<file path="src/hdl/sha256_pkg.sv">
`timescale 1ns / 1ps
package sha256_pkg;

    typedef struct packed {
        logic [7:0] message_byte;
        logic       byte_present;
        logic       final_item;
    } t_in_item;

    typedef struct packed {
        logic [31:0] digest_word;
        logic [2:0]  word_index;
        logic        digest_end;
    } t_out_item;

    typedef enum logic [2:0] {
        ST_IDLE,
        ST_ROUND,
        ST_ADD,
        ST_PAD,
        ST_EMIT
    } t_state;

    // commands from controller to datapath
    typedef struct packed {
        logic take_byte;   // absorb the accepted byte
        logic pad_start;   // write 0x80 and zero the tail words
        logic pad_length;  // write the length words into 14 and 15
        logic pad_clear;   // clear words 0..13 for a second pad block
        logic load_vars;   // copy hash into working variables
        logic round_en;    // one round
        logic add_hash;    // fold working variables into hash
        logic reset_hash;  // back to initial vector, zero count
    } t_cmd;

    typedef struct packed {
        logic       block_full;   // last absorbed byte filled the block
        logic       pad_two;      // padding needs a second block
        logic       last_round;
    } t_stat;

    localparam int RoundCount = 64;

    localparam logic [31:0] K_TABLE [0:63] = '{
        32'h428a2f98, 32'h71374491, 32'hb5c0fbcf, 32'he9b5dba5,
        32'h3956c25b, 32'h59f111f1, 32'h923f82a4, 32'hab1c5ed5,
        32'hd807aa98, 32'h12835b01, 32'h243185be, 32'h550c7dc3,
        32'h72be5d74, 32'h80deb1fe, 32'h9bdc06a7, 32'hc19bf174,
        32'he49b69c1, 32'hefbe4786, 32'h0fc19dc6, 32'h240ca1cc,
        32'h2de92c6f, 32'h4a7484aa, 32'h5cb0a9dc, 32'h76f988da,
        32'h983e5152, 32'ha831c66d, 32'hb00327c8, 32'hbf597fc7,
        32'hc6e00bf3, 32'hd5a79147, 32'h06ca6351, 32'h14292967,
        32'h27b70a85, 32'h2e1b2138, 32'h4d2c6dfc, 32'h53380d13,
        32'h650a7354, 32'h766a0abb, 32'h81c2c92e, 32'h92722c85,
        32'ha2bfe8a1, 32'ha81a664b, 32'hc24b8b70, 32'hc76c51a3,
        32'hd192e819, 32'hd6990624, 32'hf40e3585, 32'h106aa070,
        32'h19a4c116, 32'h1e376c08, 32'h2748774c, 32'h34b0bcb5,
        32'h391c0cb3, 32'h4ed8aa4a, 32'h5b9cca4f, 32'h682e6ff3,
        32'h748f82ee, 32'h78a5636f, 32'h84c87814, 32'h8cc70208,
        32'h90befffa, 32'ha4506ceb, 32'hbef9a3f7, 32'hc67178f2
    };

    localparam logic [31:0] H_INIT [0:7] = '{
        32'h6a09e667, 32'hbb67ae85, 32'h3c6ef372, 32'ha54ff53a,
        32'h510e527f, 32'h9b05688c, 32'h1f83d9ab, 32'h5be0cd19
    };

    localparam logic [5:0] PadLimit = 6'd56;
    localparam logic [7:0] PadByte  = 8'h80;

endpackage

</file>
<file path="src/hdl/sha256_datapath.sv">
`timescale 1ns / 1ps
module sha256_datapath (
    input  logic                 i_clk,
    input  logic                 i_rst_n,
    input  logic [7:0]           i_byte,
    input  sha256_pkg::t_cmd     i_cmd,
    input  logic [2:0]           i_word_sel,
    output sha256_pkg::t_stat    o_stat,
    output logic [31:0]          o_hash_word
);

    logic [31:0] r_hash [0:7];
    logic [31:0] r_blk  [0:15];
    logic [31:0] r_v    [0:7];
    logic [31:0] r_w    [0:15];
    logic [60:0] r_count;
    logic [5:0]  r_round;

    logic [5:0]  w_off;
    logic [3:0]  w_idx;
    logic [4:0]  w_sh;
    logic [31:0] w_sched, w_s0, w_s1, w_e1, w_a0, w_ch, w_mj, w_t1, w_t2, w_x15, w_x2;
    logic [31:0] w_bytew;
    logic [63:0] w_bits;

    assign w_off  = r_count[5:0];
    assign w_idx  = w_off[5:2];
    assign w_sh   = 5'(5'd24 - {w_off[1:0], 3'b000});
    assign w_bytew = {24'd0, i_byte} << w_sh;
    assign w_bits = {r_count, 3'b000};

    // schedule ring shifts: entry 0 is w[t-16]
    assign w_x15  = r_w[1];
    assign w_x2   = r_w[14];
    assign w_s0   = {w_x15[6:0], w_x15[31:7]} ^ {w_x15[17:0], w_x15[31:18]} ^ (w_x15 >> 3);
    assign w_s1   = {w_x2[16:0], w_x2[31:17]} ^ {w_x2[18:0], w_x2[31:19]} ^ (w_x2 >> 10);
    assign w_sched = (r_round < 6'd16) ? r_blk[r_round[3:0]]
                                       : r_w[0] + w_s0 + r_w[9] + w_s1;

    assign w_e1 = {r_v[4][5:0], r_v[4][31:6]} ^ {r_v[4][10:0], r_v[4][31:11]}
                ^ {r_v[4][24:0], r_v[4][31:25]};
    assign w_ch = (r_v[4] & r_v[5]) ^ (~r_v[4] & r_v[6]);
    assign w_t1 = r_v[7] + w_e1 + w_ch + sha256_pkg::K_TABLE[r_round] + w_sched;
    assign w_a0 = {r_v[0][1:0], r_v[0][31:2]} ^ {r_v[0][12:0], r_v[0][31:13]}
                ^ {r_v[0][21:0], r_v[0][31:22]};
    assign w_mj = (r_v[0] & r_v[1]) ^ (r_v[0] & r_v[2]) ^ (r_v[1] & r_v[2]);
    assign w_t2 = w_a0 + w_mj;

    assign o_stat.block_full = (w_off == 6'd0);
    assign o_stat.pad_two    = (w_off >= sha256_pkg::PadLimit);
    assign o_stat.last_round = (r_round == 6'(sha256_pkg::RoundCount - 1));
    assign o_hash_word       = r_hash[i_word_sel];

    always_ff @(posedge i_clk) begin
        if (!i_rst_n) begin
            r_count <= '0;
            r_round <= '0;
            for (int j = 0; j < 8; j++) r_hash[j] <= sha256_pkg::H_INIT[j];
        end else begin
            if (i_cmd.take_byte) begin
                r_count <= r_count + 61'd1;
                if (w_off[1:0] == 2'd0) r_blk[w_idx] <= w_bytew;
                else                    r_blk[w_idx] <= r_blk[w_idx] | w_bytew;
            end
            if (i_cmd.pad_start) begin
                for (int j = 0; j < 16; j++) begin
                    if (4'(j) > w_idx) r_blk[j] <= '0;
                end
                case (w_off[1:0])
                    2'd0:    r_blk[w_idx] <= 32'h8000_0000;
                    2'd1:    r_blk[w_idx] <= {r_blk[w_idx][31:24], 24'h80_0000};
                    2'd2:    r_blk[w_idx] <= {r_blk[w_idx][31:16], 16'h8000};
                    default: r_blk[w_idx] <= {r_blk[w_idx][31:8], sha256_pkg::PadByte};
                endcase
            end
            if (i_cmd.pad_clear) begin
                for (int j = 0; j < 14; j++) r_blk[j] <= '0;
            end
            if (i_cmd.pad_length) begin
                r_blk[14] <= w_bits[63:32];
                r_blk[15] <= w_bits[31:0];
            end
            if (i_cmd.load_vars) begin
                r_round <= '0;
                for (int j = 0; j < 8; j++) r_v[j] <= r_hash[j];
            end
            if (i_cmd.round_en) begin
                r_round <= r_round + 6'd1;
                for (int j = 0; j < 15; j++) r_w[j] <= r_w[j+1];
                r_w[15] <= w_sched;
                r_v[7] <= r_v[6]; r_v[6] <= r_v[5]; r_v[5] <= r_v[4];
                r_v[4] <= r_v[3] + w_t1;
                r_v[3] <= r_v[2]; r_v[2] <= r_v[1]; r_v[1] <= r_v[0];
                r_v[0] <= w_t1 + w_t2;
            end
            if (i_cmd.add_hash) begin
                for (int j = 0; j < 8; j++) r_hash[j] <= r_hash[j] + r_v[j];
            end
            if (i_cmd.reset_hash) begin
                r_count <= '0;
                for (int j = 0; j < 8; j++) r_hash[j] <= sha256_pkg::H_INIT[j];
            end
        end
    end

endmodule

</file>
<file path="src/hdl/sha256_control.sv">
`timescale 1ns / 1ps
module sha256_control (
    input  logic                  i_clk,
    input  logic                  i_rst_n,
    input  logic                  i_in_valid,
    input  sha256_pkg::t_in_item  i_in_item,
    output logic                  o_in_stall,
    output logic                  o_out_valid,
    input  logic                  i_out_stall,
    output logic [2:0]            o_word_sel,
    input  sha256_pkg::t_stat     i_stat,
    output sha256_pkg::t_cmd      o_cmd
);

    sha256_pkg::t_state r_state, n_state;
    logic r_final;     // final item taken; held until the digest is emitted
    logic r_padded;    // the block in flight is the last one
    logic r_data;      // the block in flight holds message bytes only
    logic [2:0] r_word;
    logic w_acc;
    logic w_data_blk;

    assign o_in_stall  = (r_state != sha256_pkg::ST_IDLE);
    assign w_acc       = i_in_valid && !o_in_stall;
    assign o_out_valid = (r_state == sha256_pkg::ST_EMIT);
    assign o_word_sel  = r_word;
    // a byte just filled the block: compress it before any padding goes in
    assign w_data_blk  = r_data && i_stat.block_full;

    always_comb begin
        n_state = r_state;
        unique case (r_state)
            sha256_pkg::ST_IDLE: begin
                if (w_acc) begin
                    if (i_in_item.byte_present && i_stat.block_full && r_final == 1'b0
                        && 1'b0) n_state = sha256_pkg::ST_IDLE;
                    else if (i_in_item.byte_present || i_in_item.final_item)
                        n_state = sha256_pkg::ST_PAD;
                end
            end
            sha256_pkg::ST_PAD: begin
                // count already updated; decide whether a block compresses now
                if (r_final) n_state = sha256_pkg::ST_ROUND;
                else if (i_stat.block_full) n_state = sha256_pkg::ST_ROUND;
                else n_state = sha256_pkg::ST_IDLE;
            end
            sha256_pkg::ST_ROUND: begin
                if (i_stat.last_round) n_state = sha256_pkg::ST_ADD;
            end
            sha256_pkg::ST_ADD: begin
                if (r_padded) n_state = sha256_pkg::ST_EMIT;
                else if (r_final) n_state = sha256_pkg::ST_PAD;
                else n_state = sha256_pkg::ST_IDLE;
            end
            sha256_pkg::ST_EMIT: begin
                if (!i_out_stall && r_word == 3'd7) n_state = sha256_pkg::ST_IDLE;
            end
            default: n_state = sha256_pkg::ST_IDLE;
        endcase
    end

    always_comb begin
        o_cmd = '0;
        unique case (r_state)
            sha256_pkg::ST_IDLE: begin
                o_cmd.take_byte = w_acc && i_in_item.byte_present;
            end
            sha256_pkg::ST_PAD: begin
                o_cmd.load_vars = r_final || i_stat.block_full;
                if (r_final && !w_data_blk) begin
                    if (r_padded) begin
                        // second pad block after a full first one
                        o_cmd.pad_clear  = 1'b1;
                        o_cmd.pad_length = 1'b1;
                    end else begin
                        o_cmd.pad_start  = 1'b1;
                        o_cmd.pad_length = !i_stat.pad_two;
                    end
                end
            end
            sha256_pkg::ST_ROUND: o_cmd.round_en = 1'b1;
            sha256_pkg::ST_ADD:   o_cmd.add_hash = 1'b1;
            sha256_pkg::ST_EMIT:  o_cmd.reset_hash = !i_out_stall && r_word == 3'd7;
            default: o_cmd = '0;
        endcase
    end

    // r_padded marks the length block; set at its pad step or at the add step before it
    always_ff @(posedge i_clk) begin
        if (!i_rst_n) begin
            r_state  <= sha256_pkg::ST_IDLE;
            r_final  <= 1'b0;
            r_padded <= 1'b0;
            r_data   <= 1'b0;
            r_word   <= '0;
        end else begin
            r_state <= n_state;
            if (r_state == sha256_pkg::ST_IDLE && w_acc) begin
                r_final  <= i_in_item.final_item;
                r_padded <= 1'b0;
                r_data   <= i_in_item.byte_present;
            end
            if (r_state == sha256_pkg::ST_PAD) begin
                r_data <= w_data_blk;
                if (r_final && !w_data_blk) r_padded <= r_padded || !i_stat.pad_two;
            end
            if (r_state == sha256_pkg::ST_ADD) begin
                r_data <= 1'b0;
                if (!r_padded && r_final && !r_data) r_padded <= 1'b1;
            end
            if (r_state == sha256_pkg::ST_EMIT && !i_out_stall) begin
                r_word <= r_word + 3'd1;
                if (r_word == 3'd7) r_final <= 1'b0;
            end
        end
    end

    a_stall_busy: assert property (@(posedge i_clk) disable iff (!i_rst_n)
        (r_state == sha256_pkg::ST_ROUND) |-> o_in_stall)
        else $error("input taken during rounds");
    a_emit_final: assert property (@(posedge i_clk) disable iff (!i_rst_n)
        o_out_valid |-> r_final && r_padded)
        else $error("digest without final item");
    a_word_wrap: assert property (@(posedge i_clk) disable iff (!i_rst_n)
        $fell(o_out_valid) |-> r_word == 3'd0)
        else $error("digest cut short");

endmodule

</file>
<file path="src/hdl/sha256_message_hasher_unit.sv">
`timescale 1ns / 1ps
// a byte that does not complete a block passes the intake and pad steps; a block-ending byte
// adds the 64 rounds and the hash update, run one round at a time in the single round unit
// a final item adds one or two such compressions, then 8 digest words
// one per cycle when the output is not stalled
// reset (i_rst_n low, synchronous) loads the initial vector and zeroes the byte count
module sha256_message_hasher_unit (
    input  logic                  i_clk,
    input  logic                  i_rst_n,
    input  logic                  i_in_valid,
    output logic                  o_in_stall,
    input  sha256_pkg::t_in_item  i_in_item,
    output logic                  o_out_valid,
    input  logic                  i_out_stall,
    output sha256_pkg::t_out_item o_out_item
);

    sha256_pkg::t_cmd  w_cmd;
    sha256_pkg::t_stat w_stat;
    logic [2:0]  w_word_sel;
    logic [31:0] w_hash_word;

    // sequencer: byte intake, padding steps, round count and digest walk
    sha256_control u_ctrl (
        .i_clk       (i_clk),
        .i_rst_n     (i_rst_n),
        .i_in_valid  (i_in_valid),
        .i_in_item   (i_in_item),
        .o_in_stall  (o_in_stall),
        .o_out_valid (o_out_valid),
        .i_out_stall (i_out_stall),
        .o_word_sel  (w_word_sel),
        .i_stat      (w_stat),
        .o_cmd       (w_cmd)
    );

    // block buffer, schedule ring, round unit and hash state
    sha256_datapath u_dp (
        .i_clk       (i_clk),
        .i_rst_n     (i_rst_n),
        .i_byte      (i_in_item.message_byte),
        .i_cmd       (w_cmd),
        .i_word_sel  (w_word_sel),
        .o_stat      (w_stat),
        .o_hash_word (w_hash_word)
    );

    // the digest word is read straight from the hash registers, which hold still while stalled
    assign o_out_item.digest_word = w_hash_word;
    assign o_out_item.word_index  = w_word_sel;
    assign o_out_item.digest_end  = (w_word_sel == 3'd7);

endmodule
</file>
<file path="config.mk">
export PLATFORM = sky130hd
export DESIGN_NAME = sha256_message_hasher_unit
export DESIGN_NICKNAME = d
export VERILOG_FILES = /design/src/hdl/sha256_pkg.sv /design/src/hdl/sha256_datapath.sv /design/src/hdl/sha256_control.sv /design/src/hdl/sha256_message_hasher_unit.sv
export SDC_FILE = /design/constraint.sdc
export NUM_CORES = 2
export LEC_CHECK = 0
export BUFFER_PORTS_ARGS = -buffer_cell sky130_fd_sc_hd__clkbuf_2
export CAP_MARGIN = 25
export CORE_MARGIN = 2
export CORE_UTILIZATION = 45
export DETAILED_ROUTE_END_ITERATION = 8
export PLACE_DENSITY_LB_ADDON = 0.2
export SLEW_MARGIN = 20
export SYNTH_ARGS = -nofsm -noshare
export SYNTH_HDL_FRONTEND = slang
export SYNTH_SLANG_ARGS = --single-unit
export TNS_END_PERCENT = 10
</file>
<file path="constraint.sdc">
create_clock -name i_clk -period 16.6 [get_ports i_clk]
set_clock_uncertainty 0.1 [all_clocks]
set_input_delay 2.49 -clock i_clk [delete_from_list [all_inputs] [get_ports i_clk]]
set_output_delay 2.49 -clock i_clk [all_outputs]
set_load 0.005 [all_outputs]
</file>
Yosys cells after proc, flatten, opt, wreduce, memory -nomap -nowiden
Memories as Yosys holds them, arrays and structs flattened. A register that Yosys moved wholly into a read port is not among the register bits.
Cells that the tools add are included.
{ "totals": {"n_memories": 5, "in_bits": 14, "wordCells": 353, "regBits": 76, "out_inout_bits": 38, "mem_bits_ro": 2048, "ramBits": 1536} }
{ "mem_list": {"columns": ["memory", "words", "width", "read_ports", "rd_clocked_by_memory_dff", "write_ports", "line", "rtl"], "rows": [
  ["(name not given)", 64, 32, 1, 0, 0, "sha256_datapath.sv:43", "assign w_t1 = r_v[7] + w_e1 + w_ch + sha256_pkg::K_TABLE[r_round] + w_sched;"],
  ["u_dp.r_blk", 16, 32, 2, 2, 16, "sha256_datapath.sv:13", "logic [31:0] r_blk [0:15];"],
  ["u_dp.r_w", 16, 32, 16, 0, 16, "sha256_datapath.sv:15", "logic [31:0] r_w [0:15];"],
  ["u_dp.r_hash", 8, 32, 9, 1, 8, "sha256_datapath.sv:12", "logic [31:0] r_hash [0:7];"],
  ["u_dp.r_v", 8, 32, 8, 0, 8, "sha256_datapath.sv:14", "logic [31:0] r_v [0:7];"]
]} }
{ "classes": {"bitwise_logic": 65, "n_eq_ne": 12, "reduce_logical": 29, "addsub": 22, "n_shift": 1, "order_cmp": 19, "muxes": 193} }
{ "op_table": {"columns": ["cell", "n"], "rows": [
  ["$mux W32", 49],
  ["$add A32 B32 Y32", 18],
  ["$xor A32 B32 Y32", 9],
  ["$and A32 B32 Y32", 5],
  ["$mux W1", 125],
  ["$add A61 B1 Y61 const B", 1],
  ["$or A1 B1 Y1", 45],
  ["$gt A4 B4 Y1 const A", 8],
  ["$not A32 Y32", 1],
  ["$or A32 B32 Y32", 1],
  ["$reduce_or A32 Y1", 1],
  ["$shl A8 B5 Y32", 1],
  ["$xor A32 B22 Y32", 1],
  ["$xor A32 B29 Y32", 1],
  ["$mux W3", 9],
  ["$mux W4", 6],
  ["$gt A3 B4 Y1 const A", 4],
  ["$pmux W3 S5", 1],
  ["$mux W6", 2],
  ["$logic_and A1 B1 Y1", 9],
  ["$gt A1 B4 Y1 const A", 2],
  ["$gt A2 B4 Y1 const A", 2],
  ["$ne A2 B1 Y1 const B", 4],
  ["$ge A7 B7 Y1 const B", 1],
  ["other kinds (24)", 35]
]} }

Logic depth before layout (Yosys ltp)
{ "logic_depth": {"depth_word": 14, "depth_mapped": 44, "depth_no_buf": 43} }

Hierarchy
A second synthesis with hierarchy kept.
{ "hier_totals": {"hier_cells": 8495, "hier_area_um2": 93659.8} }
{ "modules_own_cells": {"columns": ["mod", "area_each_um2", "instances", "seq_area_each_um2", "cells_per_inst"], "rows": [
  ["sha256_datapath", 93119.3, 1, 41830.1, 8428],
  ["sha256_control", 534.3, 1, 180.2, 66],
  ["sha256_message_hasher_unit", 6.3, 1, 0.0, 1]
]} }

Worst setup path after synthesis
No wires, ideal clock.
{ "synth_timing": {"path_type": "in2reg", "startpoint": "in i_rst_n", "endpoint": "mem u_dp.r_w[0][0] (enable)", "stages": 4, "t_arrival_ps": 16891, "setup_ps": 1075, "slack_ps": -1466, "cell_sequence": "buf_2 nand2_1 inv_2 buf_1"} }
{ "synth_rtl": {"columns": ["element", "line", "rtl"], "rows": [
  ["start: declaration", "sha256_message_hasher_unit.sv:9", "input logic i_rst_n,"],
  ["end: declaration", "sha256_datapath.sv:15", null]
]} }

==> key figures <==
Run status
  • Outcome: finished, final reports clean

Logic synthesis
  • Seq/Total Area, Yosys: 44.7%
  • Syn Nets: 9587
  • Gate Count Post-Synth: 8981
  • Synth async-reset ratio: 0%
  • Avg Cell Area, Syn: 10.5 µm²
  • Number of warnings issued by yosys: 0
  • Area of the mapped netlist: 94200 µm²
  • Post-synth EDFFs: 957
  • Synth Register Bits: 1623
  • Synth unique cells: 96
  • Main flop type after synthesis: edfxtp_1

Clock network
  • CTS H-tree depth: 4
  • Clock Tree Buf Depth: 3
  • Clock transition at the registers of the reported paths: 0.06 ns
  • Post-CTS resize count: 0
  • Worst-skew pair later-pin latency: 0.87 ns
  • CTS tree: built
  • CTS Hold Bufs: 0
  • CTS root buf: clkbuf_16
  • Sink Count: 1623
  • # Post-CTS Setup Buffers: 0
  • Clock buffer count from CTS: 179

Job
  • Max-cap violations: 0

Floorplanning
  • Die W: 461 µm
  • Starting Density: 45.4%
  • Die Y-Extent: 461 µm
  • Die area: 213000 µm²
  • FP Rows: 167
  • Boundary pin count: 52
  • Core region area: 207000 µm²

Drt
  • DRC viols: 0
  • Final wirelength: 313 mm
  • Iteration-0 DRC Markers: 8749
  • Via-to-Cell Ratio: 6.08
  • Via count: 71400
  • First-pass detailed-route iteration total: 8
  • Routed Antenna Nets: 0
  • Wire length per cell: 26.6 µm

STA
  • Worst Tran Pin Value: 1.28 ns
  • Worst hold slack: 0.305 ns
  • Fin. Hold Viols: 0
  • Max Slew Vio Count: 0
  • Final Cycle Share: 62.1%
  • Final setup vio count: 0
  • Normalized max-slew margin: 13.6%
  • Crit path time final: 10.31 ns
  • TNS Setup: 0 ns
  • RSZ-0062 raised after global routing: no
  • F_max: 0.0970 GHz

Min path
  • Worst Hold Path Cells: 0
  • HP Class: flip-flop to flip-flop

Global route
  • Initial antenna violation count: 13
  • Grt ovf: 0
  • GRT Total Usage: 29.0%
  • Vias in the first global route: 67600
  • First-pass GRT wire length: 456 mm
  • Largest net degree at the start of global routing: 190

Layout
  • Nets: 9398
  • Commonest non-fill, non-tap cell in the layout: nand2_1
  • Most frequent cells in the layout: nand2_1 (1121), edfxtp_1 (957), nor2_1 (946)
  • Share of post-route cells with drive strength above 1: 11.1%
  • Final instance area: 103000 µm²
  • Synth-to-layout area growth: 9.31%
  • Final core utilization: 49.6%

Placed design
  • Post-DP HPWL: 217 mm
  • IO Port Bufs: 51
  • Post-DP Area: 97000 µm²
  • Final Wtd Congestion: 0.974

Critical path
  • Worst Path Required: 17.03 ns
  • Highest-delay cell along the critical path: o21ai_0
  • Most frequent CP cell: o21ai_0
  • CP max FO: 22
  • Largest stage delay, worst path: 1.00 ns
  • CP Class: flip-flop to flip-flop
  • Crit. End Element: flip-flop
  • Startpoint types: flip-flop
  • Arr. time, crit path: 10.74 ns
  • R2R cell count: 35
-- registers in the layout, summed over array words and instances, names as in the netlist, named ones only --
signal and flops:
u_dp.r_round 6, u_dp.r_blk 512, u_ctrl.r_padded 1, u_ctrl.r_state 3, u_ctrl.r_data 1, u_dp.r_hash 256, u_ctrl.r_final 1, u_dp.r_v 256
u_dp.r_w 512, u_dp.r_count 61, u_ctrl.o_word_sel 3
-- worst max-delay path, delay by kind of cell (launching register included) --
family,cells,cell delay [ns]
AOI/OAI and AO/OA,15,3.34
and+or+nand+nor,5,1.31
DFF,1,0.30
buffers and inverters,6,0.96
adders and majority gates,7,3.62
xor gates and xnor gates,2,0.32
-- worst paths after layout --
kind,from,endpoint,slack [ns]
max reg2reg,u_dp.r_round[1]$_SDFFE_PN0N_,u_dp.r_v[0][30]$_DFFE_PP_,6.29
min reg2reg,u_dp.r_w[1][17]$_DFFE_PP_,u_dp.r_w[0][241]$_DFFE_PP_,0.31
min,u_dp.r_w[1][17]$_DFFE_PP_,u_dp.r_w[0][241]$_DFFE_PP_,0.31
max,u_dp.r_round[1]$_SDFFE_PN0N_,u_dp.r_v[0][30]$_DFFE_PP_,6.29
-- layout make-up --
type / count / area (µm²)
sequential: 1623 / 42100
inverter: 432 / 1630
tap: 2788 / 3490
clock buffer: 247 / 4960
timing repair buffer: 182 / 1310
antenna: 10 / 25.0
multi-input combinational: 6374 / 48500
clock inverter: 86 / 927
fill: 18700 / 105000
-- per-stage QoR --
step | cells | worst slack, ns
after detailed placement | 11400 | 6.51
after global routing | 11700 | 5.70
after global placement | 11400 | 6.42
after CTS | 11700 | 6.46
after floorplan | 8981 | 0.186
final | 11700 | 6.29
-- Yosys cell counts (all sizes together), types with 62 or more instances --
| cell type | count | area, µm² |
|---|---|---|
| nand2b | 73 | 459 |
| nand3 | 105 | 531 |
| edfxtp | 957 | 28700 |
| a211oi | 375 | 2830 |
| xnor2 | 340 | 2980 |
| ha | 397 | 4970 |
| buf | 113 | 583 |
| nor3 | 92 | 475 |
| o21a | 62 | 465 |
| clkbuf | 439 | 1650 |
| a21o | 210 | 1580 |
| mux4 | 389 | 8760 |
| o21ai | 438 | 2190 |
| inv | 431 | 1620 |
| o211ai | 62 | 465 |
| nand2 | 1125 | 4220 |
| dfxtp | 666 | 13300 |
| a21oi | 586 | 2940 |
| nor2 | 956 | 3590 |
| xor2 | 273 | 2390 |
| fa | 195 | 3900 |
-- cell families (layout without fill, tap and decap cells) --
group / count (synthesis) / in the layout / share of synthesized area (%)
AND/OR/NAND/NOR: 2632 / 2632 / 11.8
AO/OA/AOI/OAI: 2064 / 2064 / 14.0
flip-flops: 1623 / 1623 / 44.7
buffers and inverters: 984 / 947 / 4.09
XOR/XNOR: 614 / 614 / 5.73
adder cells (fa/ha/maj): 597 / 597 / 9.47
multiplexers: 467 / 467 / 10.2
other: 0 / 10 / 0
-- routing by layer --
metal	up-vias	GRT usage, %	part of all wire, %
met3	688	5.65	9.2
li1	32000	-	-
met4	6	12.3	4.5
met5	-	0	0.013
met2	3482	42.5	43
met1	35300	41.8	43
Power is left out: the tool's default activity adds up to more than one toggle a clock period on the data nets, which glitch-free logic cannot reach.
